File: src/rtl/assert_macros.svh
// Assertion macros shared by the TCP option parser RTL.
// Each macro samples on clk and is disabled while arst_n is low.
`ifndef ASSERT_MACROS_SVH
`define ASSERT_MACROS_SVH

// A property that must hold at every clock edge outside reset.
`define TCPOP_ASSERT(lbl, prop, msg) \
	lbl: assert property (@(posedge clk) disable iff (!arst_n) (prop)) else $error(msg);

// A condition that must be followed by another in the next cycle.
`define TCPOP_ASSERT_NEXT(lbl, ante, cons, msg) \
	lbl: assert property (@(posedge clk) disable iff (!arst_n) (ante) |=> (cons)) else $error(msg);

`endif

File: src/rtl/tcpop_pkg.sv
// Shared types and constants for the TCP option parser.
// Used by tcpop_walk and tcp_option_parser; depends on nothing.
`default_nettype none

package tcpop_pkg;

	// Walk phases.
	localparam logic [1:0] PH_KIND = 2'd0;
	localparam logic [1:0] PH_LEN  = 2'd1;
	localparam logic [1:0] PH_BODY = 2'd2;

	// Option kinds of interest.
	localparam logic [7:0] KIND_EOL = 8'd0;
	localparam logic [7:0] KIND_NOP = 8'd1;
	localparam logic [7:0] KIND_WS  = 8'd3;
	localparam logic [7:0] KIND_TS  = 8'd8;

	// Body lengths of the captured options and limits.
	localparam logic [3:0] TS_BODY   = 4'd8;
	localparam logic [3:0] WS_BODY   = 4'd1;
	localparam logic [7:0] MIN_LEN   = 8'd2;
	localparam logic [3:0] MAX_SHIFT = 4'd14;
	localparam logic [3:0] POS_SAT   = 4'd15;

	// Stop codes reported with each result.
	localparam logic [1:0] STOP_AREA_END = 2'd0;
	localparam logic [1:0] STOP_EOL      = 2'd1;
	localparam logic [1:0] STOP_BAD_LEN  = 2'd2;
	localparam logic [1:0] STOP_PARTIAL  = 2'd3;

	// One input transfer.
	typedef struct packed {
		logic [7:0] data;
		logic       last;
		logic       empty;
	} tcpop_item_t;

	// One result transfer.
	typedef struct packed {
		logic        ts_found;
		logic [31:0] ts_value;
		logic [31:0] ts_echo;
		logic        ws_found;
		logic [3:0]  window_shift;
		logic        shift_clamped;
		logic [1:0]  stop_code;
	} tcpop_result_t;

endpackage

`default_nettype wire

File: src/rtl/tcpop_walk.sv
// Option list walker: holds the per-area parse state and folds in one item a cycle
// while step_en is high. Depends on tcpop_pkg.
`default_nettype none

module tcpop_walk (
	input  wire logic                   clk,
	input  wire logic                   arst_n,
	input  wire logic                   step_en,
	input  wire tcpop_pkg::tcpop_item_t item,
	output logic                        emit,
	output tcpop_pkg::tcpop_result_t    result
);
	import tcpop_pkg::*;

	// Control state.
	logic [1:0]  phase_q;
	logic        halted_q;
	logic [1:0]  halt_code_q;
	logic        ts_seen_q;
	logic        ws_seen_q;

	// Payload state.
	logic [7:0]  cur_kind_q;
	logic [7:0]  body_left_q;
	logic [3:0]  body_pos_q;
	logic [63:0] ts_shift_q;
	logic [7:0]  ws_pending_q;
	logic [63:0] ts_hold_q;
	logic [3:0]  ws_hold_q;
	logic        ws_clamp_q;

	// Next values after the current byte.
	logic [1:0]  n_phase;
	logic        n_halted;
	logic [1:0]  n_halt_code;
	logic        n_ts_seen;
	logic        n_ws_seen;
	logic [7:0]  n_cur_kind;
	logic [7:0]  n_body_left;
	logic [3:0]  n_body_pos;
	logic [63:0] n_ts_shift;
	logic [7:0]  n_ws_pending;
	logic [63:0] n_ts_hold;
	logic [3:0]  n_ws_hold;
	logic        n_ws_clamp;

	// Apply one option byte to the walk.
	always_comb begin
		n_phase      = phase_q;
		n_halted     = halted_q;
		n_halt_code  = halt_code_q;
		n_ts_seen    = ts_seen_q;
		n_ws_seen    = ws_seen_q;
		n_cur_kind   = cur_kind_q;
		n_body_left  = body_left_q;
		n_body_pos   = body_pos_q;
		n_ts_shift   = ts_shift_q;
		n_ws_pending = ws_pending_q;
		n_ts_hold    = ts_hold_q;
		n_ws_hold    = ws_hold_q;
		n_ws_clamp   = ws_clamp_q;
		if (!item.empty && !halted_q) begin
			unique case (phase_q)
				PH_LEN: begin
					if (item.data < MIN_LEN) begin
						n_halted    = 1'b1;
						n_halt_code = STOP_BAD_LEN;
					end else begin
						n_body_left  = item.data - MIN_LEN;
						n_body_pos   = 4'd0;
						n_ts_shift   = 64'd0;
						n_ws_pending = 8'd0;
						// A zero-length body completes at once and captures nothing.
						n_phase = (n_body_left == 8'd0) ? PH_KIND : PH_BODY;
					end
				end
				PH_BODY: begin
					if (body_pos_q == 4'd0) begin
						n_ws_pending = item.data;
					end
					n_ts_shift  = {ts_shift_q[55:0], item.data};
					n_body_pos  = (body_pos_q < POS_SAT) ? body_pos_q + 4'd1 : body_pos_q;
					n_body_left = body_left_q - 8'd1;
					if (n_body_left == 8'd0) begin
						// Option complete: commit the first well-formed capture of each kind.
						if (cur_kind_q == KIND_TS && n_body_pos == TS_BODY && !ts_seen_q) begin
							n_ts_hold = n_ts_shift;
							n_ts_seen = 1'b1;
						end
						if (cur_kind_q == KIND_WS && n_body_pos == WS_BODY && !ws_seen_q) begin
							n_ws_clamp = (n_ws_pending > {4'd0, MAX_SHIFT});
							n_ws_hold  = n_ws_clamp ? MAX_SHIFT : n_ws_pending[3:0];
							n_ws_seen  = 1'b1;
						end
						n_phase = PH_KIND;
					end
				end
				default: begin
					if (item.data == KIND_EOL) begin
						n_halted    = 1'b1;
						n_halt_code = STOP_EOL;
					end else if (item.data != KIND_NOP) begin
						n_cur_kind = item.data;
						n_phase    = PH_LEN;
					end
				end
			endcase
		end
	end

	// The area ends on its last byte or on an empty mark.
	assign emit = item.last || item.empty;

	// Result as seen after the current byte.
	always_comb begin
		result.ts_found      = n_ts_seen;
		result.ts_value      = n_ts_seen ? n_ts_hold[63:32] : 32'd0;
		result.ts_echo       = n_ts_seen ? n_ts_hold[31:0] : 32'd0;
		result.ws_found      = n_ws_seen;
		result.window_shift  = n_ws_seen ? n_ws_hold : 4'd0;
		result.shift_clamped = n_ws_seen && n_ws_clamp;
		if (n_halted) begin
			result.stop_code = n_halt_code;
		end else if (n_phase == PH_LEN || n_phase == PH_BODY) begin
			result.stop_code = STOP_PARTIAL;
		end else begin
			result.stop_code = STOP_AREA_END;
		end
	end

	// Control state returns to its reset values when an area ends.
	always_ff @(posedge clk or negedge arst_n) begin
		if (!arst_n) begin
			phase_q     <= PH_KIND;
			halted_q    <= 1'b0;
			halt_code_q <= STOP_AREA_END;
			ts_seen_q   <= 1'b0;
			ws_seen_q   <= 1'b0;
		end else if (step_en) begin
			if (emit) begin
				phase_q     <= PH_KIND;
				halted_q    <= 1'b0;
				halt_code_q <= STOP_AREA_END;
				ts_seen_q   <= 1'b0;
				ws_seen_q   <= 1'b0;
			end else begin
				phase_q     <= n_phase;
				halted_q    <= n_halted;
				halt_code_q <= n_halt_code;
				ts_seen_q   <= n_ts_seen;
				ws_seen_q   <= n_ws_seen;
			end
		end
	end

	// Payload is always rewritten before it is used, or masked by its seen flag.
	always_ff @(posedge clk) begin
		if (step_en) begin
			cur_kind_q   <= n_cur_kind;
			body_left_q  <= n_body_left;
			body_pos_q   <= n_body_pos;
			ts_shift_q   <= n_ts_shift;
			ws_pending_q <= n_ws_pending;
			ts_hold_q    <= n_ts_hold;
			ws_hold_q    <= n_ws_hold;
			ws_clamp_q   <= n_ws_clamp;
		end
	end

endmodule

`default_nettype wire

File: src/rtl/tcp_option_parser.sv
// TCP option parser top level: input register, option walker and result register.
// Depends on tcpop_pkg, tcpop_walk and assert_macros.svh.
//
// Usage:
// The option channel (option_valid, option_stall) carries one byte of a TCP option
// area per transfer, with last_byte on the final byte, or a single transfer with
// area_empty set for an area that holds no bytes. The result channel
// (result_valid, result_stall) gives one transfer per area: timestamp and window
// scale captures and a stop code.
// The byte that ends an area passes the input register; its result is then loaded
// into the result register.
// Throughput: one byte per cycle, back to back, across area boundaries, while
// option_stall is low; the walk state is a single register set updated by one short
// decision per byte. While the receiver stalls, the finished result holds and
// further bytes keep flowing until a second area end reaches the input register,
// which then raises option_stall until the waiting result is taken.
// Reset clears both registers' valid flags and returns the walk to the start
// of an area.
`default_nettype none

module tcp_option_parser (
	input  wire logic        clk,
	input  wire logic        arst_n,
	input  wire logic        option_valid,
	output logic             option_stall,
	input  wire logic [7:0]  option_byte,
	input  wire logic        last_byte,
	input  wire logic        area_empty,
	output logic             result_valid,
	input  wire logic        result_stall,
	output logic             ts_found,
	output logic [31:0]      ts_value,
	output logic [31:0]      ts_echo,
	output logic             ws_found,
	output logic [3:0]       window_shift,
	output logic             shift_clamped,
	output logic [1:0]       stop_code
);
	import tcpop_pkg::*;
	`include "assert_macros.svh"

	logic          valid_s1;
	tcpop_item_t   item_s1;
	logic          emit_s1;
	logic          block_s1;
	logic          step_s1;
	logic          load_out;
	tcpop_result_t result_s1;
	logic          result_valid_q;
	tcpop_result_t result_q;

	// The input register waits only when it ends an area and the result is still held.
	assign block_s1     = valid_s1 && emit_s1 && result_valid_q && result_stall;
	assign option_stall = block_s1;
	assign step_s1      = valid_s1 && !block_s1;
	assign load_out     = step_s1 && emit_s1;

	// Input register.
	always_ff @(posedge clk or negedge arst_n) begin
		if (!arst_n) begin
			valid_s1 <= 1'b0;
		end else if (!block_s1) begin
			valid_s1 <= option_valid;
		end
	end

	always_ff @(posedge clk) begin
		if (option_valid && !block_s1) begin
			item_s1 <= '{data: option_byte, last: last_byte, empty: area_empty};
		end
	end

	// Walk state and per-byte decision.
	tcpop_walk u_walk (
		.clk     (clk),
		.arst_n  (arst_n),
		.step_en (step_s1),
		.item    (item_s1),
		.emit    (emit_s1),
		.result  (result_s1)
	);

	// Result register.
	always_ff @(posedge clk or negedge arst_n) begin
		if (!arst_n) begin
			result_valid_q <= 1'b0;
		end else begin
			result_valid_q <= load_out || (result_valid_q && result_stall);
		end
	end

	always_ff @(posedge clk) begin
		if (load_out) begin
			result_q <= result_s1;
		end
	end

	assign result_valid  = result_valid_q;
	assign ts_found      = result_q.ts_found;
	assign ts_value      = result_q.ts_value;
	assign ts_echo       = result_q.ts_echo;
	assign ws_found      = result_q.ws_found;
	assign window_shift  = result_q.window_shift;
	assign shift_clamped = result_q.shift_clamped;
	assign stop_code     = result_q.stop_code;

	// Checks on the pipeline and on result consistency.
	`TCPOP_ASSERT(a_stall_needs_item, !option_stall || (valid_s1 && emit_s1), "stall without a pending area end")
	`TCPOP_ASSERT_NEXT(a_load_shows, load_out, result_valid, "finished area did not reach the output")
	`TCPOP_ASSERT(a_shift_range, !result_valid || window_shift <= MAX_SHIFT, "window shift above limit")
	`TCPOP_ASSERT(a_ws_zero, !result_valid || ws_found || (window_shift == 4'd0 && !shift_clamped), "window scale fields set without a capture")
	`TCPOP_ASSERT(a_ts_zero, !result_valid || ts_found || (ts_value == 32'd0 && ts_echo == 32'd0), "timestamp fields set without a capture")

endmodule

`default_nettype wire

File: config.mk
export PLATFORM = sky130hd
export DESIGN_NAME = tcp_option_parser
export DESIGN_NICKNAME = d
export VERILOG_FILES = /design/src/rtl/tcpop_pkg.sv /design/src/rtl/tcpop_walk.sv /design/src/rtl/tcp_option_parser.sv
export VERILOG_INCLUDE_DIRS = /design/src /design/src/rtl
export SDC_FILE = /design/constraint.sdc
export NUM_CORES = 1
export LEC_CHECK = 0
export ABC_AREA = 1
export BUFFER_PORTS_ARGS = -buffer_cell sky130_fd_sc_hd__buf_2
export CAP_MARGIN = 20
export CORE_UTILIZATION = 40
export DETAILED_ROUTE_END_ITERATION = 6
export GPL_ROUTABILITY_DRIVEN = 0
export PLACE_DENSITY = 0.63
export SYNTH_ARGS = -nofsm -noshare
export SYNTH_HDL_FRONTEND = slang
export SYNTH_SLANG_ARGS = --single-unit
File: constraint.sdc
create_clock -name clk -period 13 [get_ports clk]
set_clock_uncertainty 0.2 [all_clocks]
set_input_delay 1.3 -clock clk [delete_from_list [all_inputs] [get_ports clk]]
set_output_delay 1.3 -clock clk [all_outputs]
set_load 0.02 [all_outputs]
# --- Word level (Yosys, flattened, before mapping) ---
# Index checks and enable logic that the tools add are counted.
word_totals:
  ff_bits: 245
  out_inout_bits: 75
classes:
  n_mux: 55
  n_reduce_logical: 29
  eq_ne: 10
  bitwise: 2
  add_sub_neg: 3
  n_lt_le_gt_ge: 3
ops:
  columns: ["cell", "count"]
  rows:
  - ["64-bit 2-to-1 mux", 4]
  - ["56-bit case mux with 2 select lines", 1]
  - ["56-bit 2-to-1 mux", 1]
  - ["8-bit 2-to-1 mux", 5]
  - ["8-bit case mux with 2 select lines", 2]
  - ["4-bit 2-to-1 mux", 7]
  - ["2-bit 2-to-1 mux", 13]
  - ["8-bit zero test", 3]
  - ["1-bit 2-to-1 mux", 18]
  - ["1-bit logical AND", 13]
  - ["8-bit by 2-bit equality test with 1-bit output, second input constant", 1]
  - ["8-bit by 4-bit equality test with 1-bit output, second input constant", 1]
  - ["8-bit by 4-bit > comparator with 1-bit output, second input constant", 1]
  - ["8-bit by 2-bit less-than comparator with 1-bit output, second input constant", 1]
  - ["8-bit by 1-bit inequality test with 1-bit output, second input constant", 1]
  - ["2-bit case mux with 2 select lines", 2]
  - ["4-bit case mux with 2 select lines", 1]
  - ["8-bit by 1-bit subtractor with 8-bit output, second input constant", 1]
  - ["8-bit by 2-bit subtractor with 8-bit output, second input constant", 1]
  - ["1-bit zero test", 5]
  - ["5-bit AND reduction", 1]
  - ["4-bit by 1-bit adder with 4-bit output, second input constant", 1]
  - ["2-bit by 1-bit equality test with 1-bit output, second input constant", 2]
  - ["2-bit equality test, second input constant", 2]
  - ["11 further kinds", 14]

# --- Longest topological paths before layout ---
# Gate-level depths: netlist of run 1.
logic_depth:
  depth_word: 10
  depth_mapped: 19

# --- By module ---
# Synthesis of run 1 repeated with hierarchy kept, for this count alone.
hier_totals:
  cells_unflattened: 1057
  hier_area_um2: 10974.3
modules_own_cells:
  columns: ["module", "cells_each", "n_inst", "area_each_um2"]
  rows:
  - ["tcpop_walk", 962, 1, 8386.8]
  - ["tcp_option_parser", 95, 1, 2587.5]

# --- Worst setup path before layout of run 1 ---
# No wires, ideal clock.
synth_path:
  kind: "input to register"
  startpoint: "input port result_stall"
  endpoint: "register u_walk.body_left_q[0], enable pin"
  stages: 5
  path_slack_ps: 1666
  t_required_ps: 12197
  arrival_time_ps: 10531
  path_buffers: 0
  cell_sequence: "nand2_1 > nor3_1 > nor2_1 > inv_1 > nor3_1"
synth_via:
  elab_chain_cells: 4
synth_lines:
  columns: ["element", "line_no", "rtl"]
  rows:
  - ["from (decl)", "tcp_option_parser.sv:30", "input wire logic result_stall,"]
  - ["1-bit logical AND", "tcp_option_parser.sv:53", "assign block_s1 = valid_s1 && emit_s1 && result_valid_q && result_stall;"]
  - ["net option_stall", "tcp_option_parser.sv:25", "output logic option_stall,"]
  - ["1-bit zero test", "tcp_option_parser.sv:55", "assign step_s1 = valid_s1 && !block_s1;"]
  - ["1-bit logical AND", "tcp_option_parser.sv:55", null]
  - ["net step_s1", "tcp_option_parser.sv:46", "logic step_s1;"]
  - ["4-bit AND reduction (no line)", null, null]
  - ["to (signal assigned)", "tcpop_walk.sv:160", "body_left_q <= n_body_left;"]
  - ["to (decl)", "tcpop_walk.sv:24", "logic [7:0] body_left_q;"]
# The timed path passes the listed nets, and every way through them passes these cells.
# A chain may end at the register's enable or synchronous reset.

# --- Worst setup path after layout of run 1 ---
layout_path:
  startpoint: "register u_walk.phase_q[0]"
  endpoint: "register result_q (netlist bit ts_echo[0]) (data pin)"
layout_via:
  elab_chain_cells: 3
  word_cells_on_any_way: 5
layout_lines:
  columns: ["element", "line_no", "rtl"]
  rows:
  - ["from (decl)", "tcpop_walk.sv:16", "logic [1:0] phase_q;"]
  - ["from (signal assigned)", "tcpop_walk.sv:147", "phase_q <= n_phase;"]
  - ["2-bit equality test *", "tcpop_walk.sv:63", "unique case (phase_q)"]
  - ["64-bit 2-to-1 mux / 1-bit 2-to-1 mux (equally long branches)", "tcpop_walk.sv:63", null]
  - ["64-bit 2-to-1 mux / 1-bit 2-to-1 mux (equally long branches)", "tcpop_walk.sv:62", "if (!item.empty && !halted_q) begin"]
  - ["to (signal assigned)", "tcp_option_parser.sv:94", "result_q <= result_s1;"]
  - ["to (decl)", "tcp_option_parser.sv:50", "tcpop_result_t result_q;"]
# Every way passes the cells marked *; elsewhere a longest branch is shown, timed or not.

==> results.cfg, run 1 <==
[floorplan]
initial_core_util_pct = 40.7
die-area_um2 = 28100
coreArea_um2 = 27000
die_w_um = 168
die_y_um = 168
ios = 89
num_rows = 60

[sta]
max_slew_margin_pct = 31.4
worst_pin_slew_ns = 1.03
min_period_ns = 4.71
fin_ws_ns = 8.29
setup_tns_ns = 0
finalHoldViolCount = 0
finalSetupViolations = 0
maxSlewViolCount = 0
rsz0062_at_grt = false
finalCritPeriodShare_pct = 36.2
fmax_ghz = 0.212

[detailed_routing]
avgRoutedWirePerCell_um = 14.1
drtIter0Drc = 455
drcViolationCount = 0
vias_per_cell = 4.59
vias = 6572
ant_nets = 0
drt-pass1-iter-count = 4
routed_wl_um = 20200

[run_status]
outcome = finished clean

[synthesis]
ys_types = 35
netlist_area_um2 = 11000
ys_ff_latch = 245
ys_warn_count = 0
syn-num-nets = 1002
synth_edf_count = 236
ys_seq_area_share_pct = 66.7
syn_avg_cell_area_um2 = 11.2
synth_flop_cell = edfxtp_1
synthArstFlopShare_pct = 3.67
synthCells = 981

[global_route]
grt_max_degree = 77
grt_pass1_wl_um = 32600
overflow = 0
grt_pass1_vias = 6421
antenna_found_initial = 0
grt_util_all_layers_pct = 14.6

[critical_path]
critPathLaunchType = flip-flop
critPathMaxFanout = 69
endpoint_kind = flip-flop
path_class = flip-flop to flip-flop
arrival_ns = 4.74
crit_required_ns = 13.04

[clock_network]
clk_latency_ns = 0.52
cts_buffers = 26
postCtsHoldBufs = 0
post_cts_buffers = 0
cts_tree = yes
clock-root-buffer = clkbuf_16
htreeDepth = 1
clk_pin_slew_ns = 0.06
clock_sinks = 245
clk_path_buf_depth = 3
cts_resized = 0

[power_and_ir_drop]
peakVddDrop_mv = 0.102
p_switching_uw = 437
p_sw_share_pct = 23.4
power_density_nw_per_um2 = 149
seq_power_share_pct = 51.5
p_clk_share_pct = 39.1
combPwrFrac_pct = 9.4
p_int_uw = 1430
p_leak_uw = 0.00572

[cells_and_area]
nNetsFinal = 1094
drive_gt1_share_pct = 26.9
antenna_cells = 0
syn_to_final_growth_pct = 14.4

[flow_run]
cap_violations = 0

[hold_path]
hold_class = flip-flop to flip-flop

[placement]
portBuffers = 88
pre_cts_slack_ns = 7.98
place_hpwl_um = 12800
==> final cells by class <==
cell class,instances,area [um^2]
Sequential cell,245,7310
Inverter,238,893
Multi-Input combinational cell,467,2570
Clock inverter,10,100
Tap cell,341,427
Fill cell,2499,14400
Timing Repair Buffer,95,493
Clock buffer,36,749
==> layout by cell type (no fill, tap or decap), types with 7 or more instances in the layout <==
| cell | instances |
|---|---|
| nor2_1 | 70 |
| buf_2 | 88 |
| dfrtp_1 | 9 |
| edfxtp_1 | 236 |
| nand2_2 | 41 |
| buf_4 | 7 |
| nand3_1 | 21 |
| o21ai_2 | 60 |
| o21ai_0 | 14 |
| nand2_1 | 153 |
| inv_1 | 235 |
| a21oi_1 | 7 |
| nor2_2 | 45 |
| clkbuf_16 | 27 |
==> final timing paths <==
kind,startpoint,to,slack [ns],cells past startpoint
max in group asynchronous,arst_n,u_walk.ts_seen_q,11.98,1
min reg2reg,u_walk.halt_code_q[1],u_walk.halt_code_q[1],0.31,2
max,u_walk.phase_q[0],ts_echo[0],8.29,12
min,u_walk.halt_code_q[1],u_walk.halt_code_q[1],0.31,2
max reg2reg,u_walk.phase_q[0],ts_echo[0],8.29,12
min in group asynchronous,arst_n,u_walk.phase_q[1],0.43,1
==> state kept, by name, indices dropped and copies added, names as in the netlist, 2 cells and up <==
register and flops:
ts_value 32, u_walk.ws_hold_q 4, u_walk.cur_kind_q 8, u_walk.body_pos_q 4, u_walk.ts_shift_q 56, item_s1 10, window_shift 4, u_walk.halt_code_q 2
u_walk.phase_q 2, u_walk.ws_pending_q 8, u_walk.body_left_q 8, u_walk.ts_hold_q 64, stop_code 2, ts_echo 32
==> metal layers <==
layer | track usage, % | vias to the layer above | share of wire, %
met4 | 4.55 | 0 | 2.5
met2 | 25.7 | 143 | 49
met5 | 0 | - | 0
met3 | 2.39 | 41 | 3.4
li1 | - | 3298 | -
met1 | 18.3 | 3090 | 45
==> cells in the mapped netlist (2+ instances only) <==
master / count / area share, %
mux2i_1: 2 / 0.18
nor2_2: 45 / 2.6
inv_1: 235 / 8.0
ha_1: 7 / 0.80
buf_2: 6 / 0.27
o22ai_1: 3 / 0.17
nand4_1: 6 / 0.34
edfxtp_1: 236 / 65
buf_6: 14 / 1.4
nand2_2: 41 / 2.3
clkbuf_1: 9 / 0.31
nor3_1: 7 / 0.32
inv_2: 3 / 0.10
nor2_1: 73 / 2.5
a21oi_1: 7 / 0.32
o21ai_2: 60 / 4.8
nand3_1: 21 / 0.96
dfrtp_1: 9 / 2.1
o21ai_1: 6 / 0.27
o21ai_0: 14 / 0.64
nand2_1: 154 / 5.3
xor2_1: 6 / 0.48
a211oi_1: 3 / 0.21
buf_1: 2 / 0.068
nor3_2: 2 / 0.18
==> metrics by stage <==
stage / hold WS [ns] / cells / utilization (%) / power [uW] / instance area (um^2)
6_report: 0.315 / 1432 / 46.5 / 1860 / 12500
5_1_grt: 0.340 / 1432 / 46.5 / 1940 / 12500
4_1_cts: 0.312 / 1432 / 46.5 / 1890 / 12500
3_5_place_dp: 0.296 / 1386 / 43.4 / 1150 / 11700
3_3_place_gp: 0.305 / 1386 / 43.4 / 1150 / 11700
2_1_floorplan: 0.265 / 981 / - / 1100 / 11000
==> power groups by stage <==
stage	sequential [uW]	combinational (uW)	clock (uW)
6_report	959	175	730
5_1_grt	964	198	778
4_1_cts	960	178	747
3_5_place_dp	976	177	0
3_3_place_gp	975	174	0
2_1_floorplan	997	106	0
==> critical path, stage by stage, from the launching register on <==
cell and delay, ns:
dfrtp_1 0.38, inv_1 0.10, ha_2 0.18, buf_4 0.54, inv_1 0.54, nor2_1 0.35, nand3_1 0.15, nor3_2 0.37
nand2_4 0.18, buf_4 0.47, buf_4 0.49, o21ai_1 0.28, nor2_1 0.06
==> cells by family (layout without fill, tap and decap cells) <==
| kind of cell | Yosys count | after routing | synth area share [%] |
|---|---|---|---|
| buf+inv | 269 | 379 | 10.2 |
| compound gates | 95 | 95 | 6.53 |
| mux | 2 | 2 | 0.183 |
| flops | 245 | 245 | 66.7 |
| xor+xnor | 7 | 7 | 0.628 |
| fa+ha+maj | 7 | 7 | 0.799 |
| simple gates | 356 | 356 | 15.0 |
No activity file was read; power rests on OpenSTA's default activity.
==> run 2: changes to the inputs <==
PLACE_DENSITY = 0.65   (was 0.63)
clock period = 4.2 ns   (was 13 ns; I/O delays follow)
==> run 2 against run 1 <==
Effect of this change:
- core utilization is 0.78 points higher
- largest power group unchanged
- maximum frequency is 46% higher
- die area stayed put
- register-to-register slack worse by 7.3 ns
==> results.cfg, run 2 (synthesis results as in run 1) <==
[run_status]
outcome = finished clean

[cells_and_area]
antenna_cells = 0
final_common_cell = edfxtp_1
reg_top3 = u_walk.ts_hold_q (64), u_walk.ts_shift_q (56)
largest_register = u_walk.ts_hold_q
syn_to_final_growth_pct = 16.3
layout_common_cells = edfxtp_1 (236), inv_1 (234), nand2_1 (153), buf_2 (88), nor2_1 (69)
layout.cells.non_filler = 1453
final_area_um2 = 12800
largest_reg_flops = 64
drive_gt1_share_pct = 27.2
nNetsFinal = 1113

[detailed_routing]
vias_per_cell = 4.57
drcViolationCount = 0
drt-pass1-iter-count = 5
routed_wl_um = 20200
avgRoutedWirePerCell_um = 13.9
ant_nets = 0
vias = 6643
drtIter0Drc = 503

[sta]
fin_ws_ns = 0.984
finalSetupViolations = 0
maxSlewViolCount = 0
finalCritPeriodShare_pct = 76.6
max_slew_margin_pct = 28.4
hold_ws_ns = 0.0943
worst_pin_slew_ns = 1.07
rsz0062_at_grt = false
min_period_ns = 3.22
fmax_ghz = 0.311
finalHoldViolCount = 0

[clock_network]
clk_path_buf_depth = 3
clock_sinks = 245
clk_pin_slew_ns = 0.06
clock-root-buffer = clkbuf_16
clk_latency_ns = 0.52
post_cts_buffers = 0
cts_tree = yes
cts_buffers = 26
htreeDepth = 1
cts_resized = 0

[critical_path]
cp_slowest_cell = edfxtp_1
path_cells = inv_1 -> ha_1 -> inv_1 -> nor2_2 -> nand3_1 -> xor2_1 -> nor2_2 -> nand3_1 -> nor3_2 -> nand2_4 -> buf_4 -> o21ai_2 -> nor2_2
critPathLaunchType = flip-flop
crit_required_ns = 4.27
crit_top_cell = nor2_2
path_class = flip-flop to flip-flop
critPathMaxFanout = 30
cpPeakStageDelay_ns = 0.41
arrival_ns = 3.28
endpoint_kind = flip-flop

[power_and_ir_drop]
peakVddDrop_mv = 0.362
power_uw = 5750
power_density_nw_per_um2 = 451
p_leak_uw = 0.00581

[floorplan]
ios = 89
coreArea_um2 = 27000
die_w_um = 168
die_y_um = 168
die-area_um2 = 28100
num_rows = 60
initial_core_util_pct = 40.7

[global_route]
grt_max_degree = 73
antenna_found_initial = 0
grt_pass1_wl_um = 32700
overflow = 0
grt_pass1_vias = 6572
grt_util_all_layers_pct = 14.6

[flow_run]
cap_violations = 0

[placement]
pre_cts_slack_ns = 0.983
place_area_um2 = 11800
place_hpwl_um = 12800
portBuffers = 88
dp.cells = 1392

[hold_path]
hold_class = input pin to async pin
## run 2: cell count changes in the layout (fill, tap and decap cells not counted), moves of 4 or more
| cell | before | now |
|---|---|---|
| buf_4 | 7 | 11 |
| clkbuf_8 | 4 | 0 |
| clkinv_1 | 2 | 6 |
| dlygate4sd3_1 | 0 | 13 |
## run 2: report_power, final
group          total (uW)  switching [uW]  internal [uW]
Combinational         562             389            173
Clock                2220             924           1300
Sequential           2970            71.1           2900
## run 2: worst paths after layout
| check | startpoint | end | slack [ns] | cells after the start |
|---|---|---|---|---|
| max in group asynchronous | arst_n | u_walk.ts_seen_q | 3.50 | 2 |
| min | arst_n | valid_s1 | 0.09 | 2 |
| min in group clk | u_walk.halt_code_q[1] | u_walk.halt_code_q[1] | 0.34 | 2 |
| max | u_walk.body_left_q[0] | ts_echo[31] | 0.98 | 13 |
| max reg2reg | u_walk.body_left_q[0] | ts_echo[31] | 0.98 | 13 |
| min reg2reg | u_walk.halt_code_q[1] | u_walk.halt_code_q[1] | 0.34 | 2 |
## run 2: stage by stage
stage | utilization, % | TNS, ns
3_3_place_gp | 43.7 | 0
6_report | 47.3 | 0
4_1_cts | 47.3 | 0
3_5_place_dp | 43.7 | 0
5_1_grt | 47.3 | 0
2_1_floorplan | - | -30.00
## run 2: repair_timing
item,4_1_cts,5_1_grt
hold endpoints to repair,21,0
hold buffers,13,0
setup endpoints to repair,0,0
## run 2: cell type report
| cell class | count | area [um^2] |
|---|---|---|
| Clock buffer | 30 | 687 |
| Clock inverter | 18 | 146 |
| Fill cell | 2474 | 14200 |
| Inverter | 238 | 893 |
| Multi-Input combinational cell | 467 | 2590 |
| Sequential cell | 245 | 7310 |
| Tap cell | 341 | 427 |
| Timing Repair Buffer | 114 | 693 |
## run 2: critical path, delay by kind of cell, from the launching register on
family,cells,cell delay (ns)
xor gates and xnor gates,1,0.17
and+or+nand+nor,7,1.19
buffers and inverters,3,0.60
AOI/OAI and AO/OA,1,0.22
DFF,1,0.41
adders and majority gates,1,0.17
## run 2: routing by layer
metal  vias up  share of wire, %  GRT usage [%]
li1       3340                 -              -
met1      3119                44           18.3
met2       148                50           25.9
met3        36               4.2           2.43
met4         0               2.2           3.91
met5         -                 0              0
==> run 3: changes to the inputs <==
ABC_AREA = 0   (was 1)
clock period = 2.73 ns   (was 4.2 ns; I/O delays follow)
==> run 3 against run 2 <==
Effect of this change:
- the run now ends with DRC, setup timing left
- critical path depth is 2 lower
- die area is 2.4% lower
- core utilization is 6.4 points higher
- first-iteration DRC count is 25% higher
- global-route usage is 3.2 points higher
- setup slack worse by 1.3 ns
- critical path type unchanged
==> results.cfg, run 3 <==
[synthesis]
netlist.area_leader.share_pct = 66.2
yosys.area.top_type = edfxtp_1
synth_edf_count = 236
syn_avg_cell_area_um2 = 15.0
syn-num-nets = 736
ys_types = 63
synthTopCellsByArea = edfxtp_1 (66%), mux2_2 (4.9%), a22o_1 (4.4%)
yosysMostFrequentCell = edfxtp_1
ys_warn_count = 0
ys_ff_latch = 245
netlist_top_cells_count = edfxtp_1 (236), and2_1 (57), a22o_1 (54), mux2_2 (47), nand2_1 (47)
synth_flop_cell = edfxtp_1
synthArstFlopShare_pct = 3.67
netlist_area_um2 = 10700
synthCells = 715
ys_seq_area_share_pct = 68.3

[clock_network]
clock-root-buffer = clkbuf_16
clk_latency_ns = 0.53
clk_pin_slew_ns = 0.06
cts_tree = yes
clk_path_buf_depth = 3
htreeDepth = 1
cts_buffers = 26
clock_sinks = 245

[global_route]
busiest_layer = met2
met1_usage_pct = 24.2
use_met3_pct = 2.87
met2_usage_pct = 29.0
antenna_found_initial = 0
grt_pass1_vias = 6614
grt_pass1_wl_um = 37300
overflow = 0
grt_util_all_layers_pct = 17.7
grt_max_degree = 82

[power_and_ir_drop]
seq_power_share_pct = 50.6
peakVddDrop_mv = 0.372
p_int_uw = 6950
p_sw_share_pct = 22.2
p_switching_uw = 1990
combPwrFrac_pct = 8.7
power_density_nw_per_um2 = 636
p_clk_share_pct = 40.7
p_leak_uw = 0.00531

[critical_path]
endpoint_kind = flip-flop
arrival_ns = 3.08
crit_required_ns = 2.80
path_class = flip-flop to flip-flop
critPathLaunchType = flip-flop
critPathMaxFanout = 7
r2r_cells = 11
rrSetupSlack_ns = -0.27

[sta]
fin_ws_ns = -0.274
min_period_ns = 3.00
maxSlewViolCount = 0
fmax_ghz = 0.333
finalSetupViolations = 123
max_slew_margin_pct = 42.5
rsz0062_at_grt = true
finalHoldViolCount = 0
hold_ws_ns = 0.254
finalCritPeriodShare_pct = 110
worst_pin_slew_ns = 0.863

[detailed_routing]
drt-pass1-iter-count = 7
avgRoutedWirePerCell_um = 19.0
drcViolationCount = 22
ant_nets = 0
vias_per_cell = 5.28
drtIter0Drc = 631
vias = 6677
routed_wl_um = 24000

[cells_and_area]
layout.cells.non_filler = 1265
nNetsFinal = 931
largest_register = u_walk.ts_hold_q
final_area_um2 = 14000
largest_reg_flops = 64
final_common_cell = edfxtp_1
drive_gt1_share_pct = 37.7
final_core_util_pct = 53.7
fill_cells = 2100
antenna_cells = 0
reg_top3 = u_walk.ts_hold_q (64), u_walk.ts_shift_q (56)
layout_common_cells = edfxtp_1 (236), buf_2 (88), mux2_4 (68), buf_4 (66), and2_1 (57)
syn_to_final_growth_pct = 31.3

[placement]
dp.cells = 1162
place_area_um2 = 12200
portBuffers = 88
place_hpwl_um = 13700

[flow_run]
cap_violations = 0

[hold_path]
hold_class = input pin to flip-flop
hold_path_depth = 2

[floorplan]
die_w_um = 166
initial_core_util_pct = 41.0
num_rows = 59
coreArea_um2 = 26100
die-area_um2 = 27400
die_y_um = 166
ios = 89

[run_status]
outcome = complete, but fails checks
violations = DRC, setup timing
-- run 3: cell types whose count changed in the layout (fill, tap and decap cells not counted), moves of 41 or more --
cell     previous run  this run
nor2_2             45         2
o21ai_2            60         3
nand2_2            41         0
inv_1             234         8
nand2_1           153        46
mux2_4              0        68
buf_4              11        66
and2_1              0        57
a22o_1              0        54
-- run 3: path summary, 6_finish.rpt --
check	start	end
max in group asynchronous	arst_n	u_walk.ts_seen_q
max reg2reg	u_walk.body_left_q[0]	u_walk.ts_hold_q[3]
min in group asynchronous	arst_n	u_walk.phase_q[0]
min	option_byte[6]	item_s1[8]
min reg2reg	u_walk.halt_code_q[0]	u_walk.halt_code_q[0]
max	u_walk.body_left_q[0]	u_walk.ts_hold_q[3]
-- run 3: cell families (layout without fill, tap and decap cells) --
| group | Yosys count | in the layout | synth area share (%) |
|---|---|---|---|
| buf+inv | 59 | 274 | 2.91 |
| flops | 245 | 245 | 68.3 |
| fa+ha+maj | 7 | 7 | 0.818 |
| compound gates | 123 | 123 | 8.48 |
| simple gates | 193 | 193 | 9.81 |
| mux | 79 | 79 | 8.92 |
| xor+xnor | 9 | 9 | 0.737 |
-- run 3: final cells by class --
| cell class | instances | area, um^2 | area share [%] |
|---|---|---|---|
| Sequential cell | 245 | 7310 | 52.1 |
| Timing Repair Buffer | 212 | 1890 | 13.5 |
| Multi-Input combinational cell | 411 | 3480 | 24.8 |
| Clock inverter | 19 | 225 | 1.60 |
| Tap cell | 335 | 419 | 2.98 |
| Inverter | 14 | 55.1 | 0.392 |
| Clock buffer | 29 | 662 | 4.71 |
-- run 3: critical path, stage by stage (launching register included) --
cell and delay [ns]:
edfxtp_1 0.41, inv_2 0.09, ha_4 0.13, or3b_4 0.38
o21a_1 0.21, nor2_2 0.14, and4_1 0.24, nor2b_4 0.17
buf_4 0.15, buf_12 0.15, clkbuf_16 0.17, mux2_4 0.29
-- run 3: per-layer routing --
metal	share of wire (%)	wire length (um)	vias to the layer above
li1	-	-	3128
met1	44	10400	3298
met2	48	11600	209
met3	5.5	1320	42
met4	2.5	597	0
met5	0	0	-
-- run 3: power by group through the flow --
stage	Clock, uW	Sequential [uW]	Combinational (uW)
finish	3640	4530	775
global placement	0	4590	716
CTS	3710	4520	767
floorplan	0	4670	371
global route	3840	4550	841
detailed placement	0	4590	729
-- run 3: timing repair --
action	CTS	global route
hold endpoints to repair	21	0
buffers inserted	20	10
pin swaps	27	18
resized for setup	50	21
gates cloned	12	2
hold buffers	15	0
endpoints found under the setup margin	136	137
-- run 3: metrics by stage --
stage | TNS [ns] | total power, uW | setup slack (ns)
after floorplan | -186.68 | 5040 | -1.44
after global placement | -23.69 | 5310 | -0.313
after detailed placement | -26.60 | 5320 | -0.354
after CTS | -18.69 | 9000 | -0.242
after global routing | -30.96 | 9230 | -0.327
final | -21.66 | 8940 | -0.274
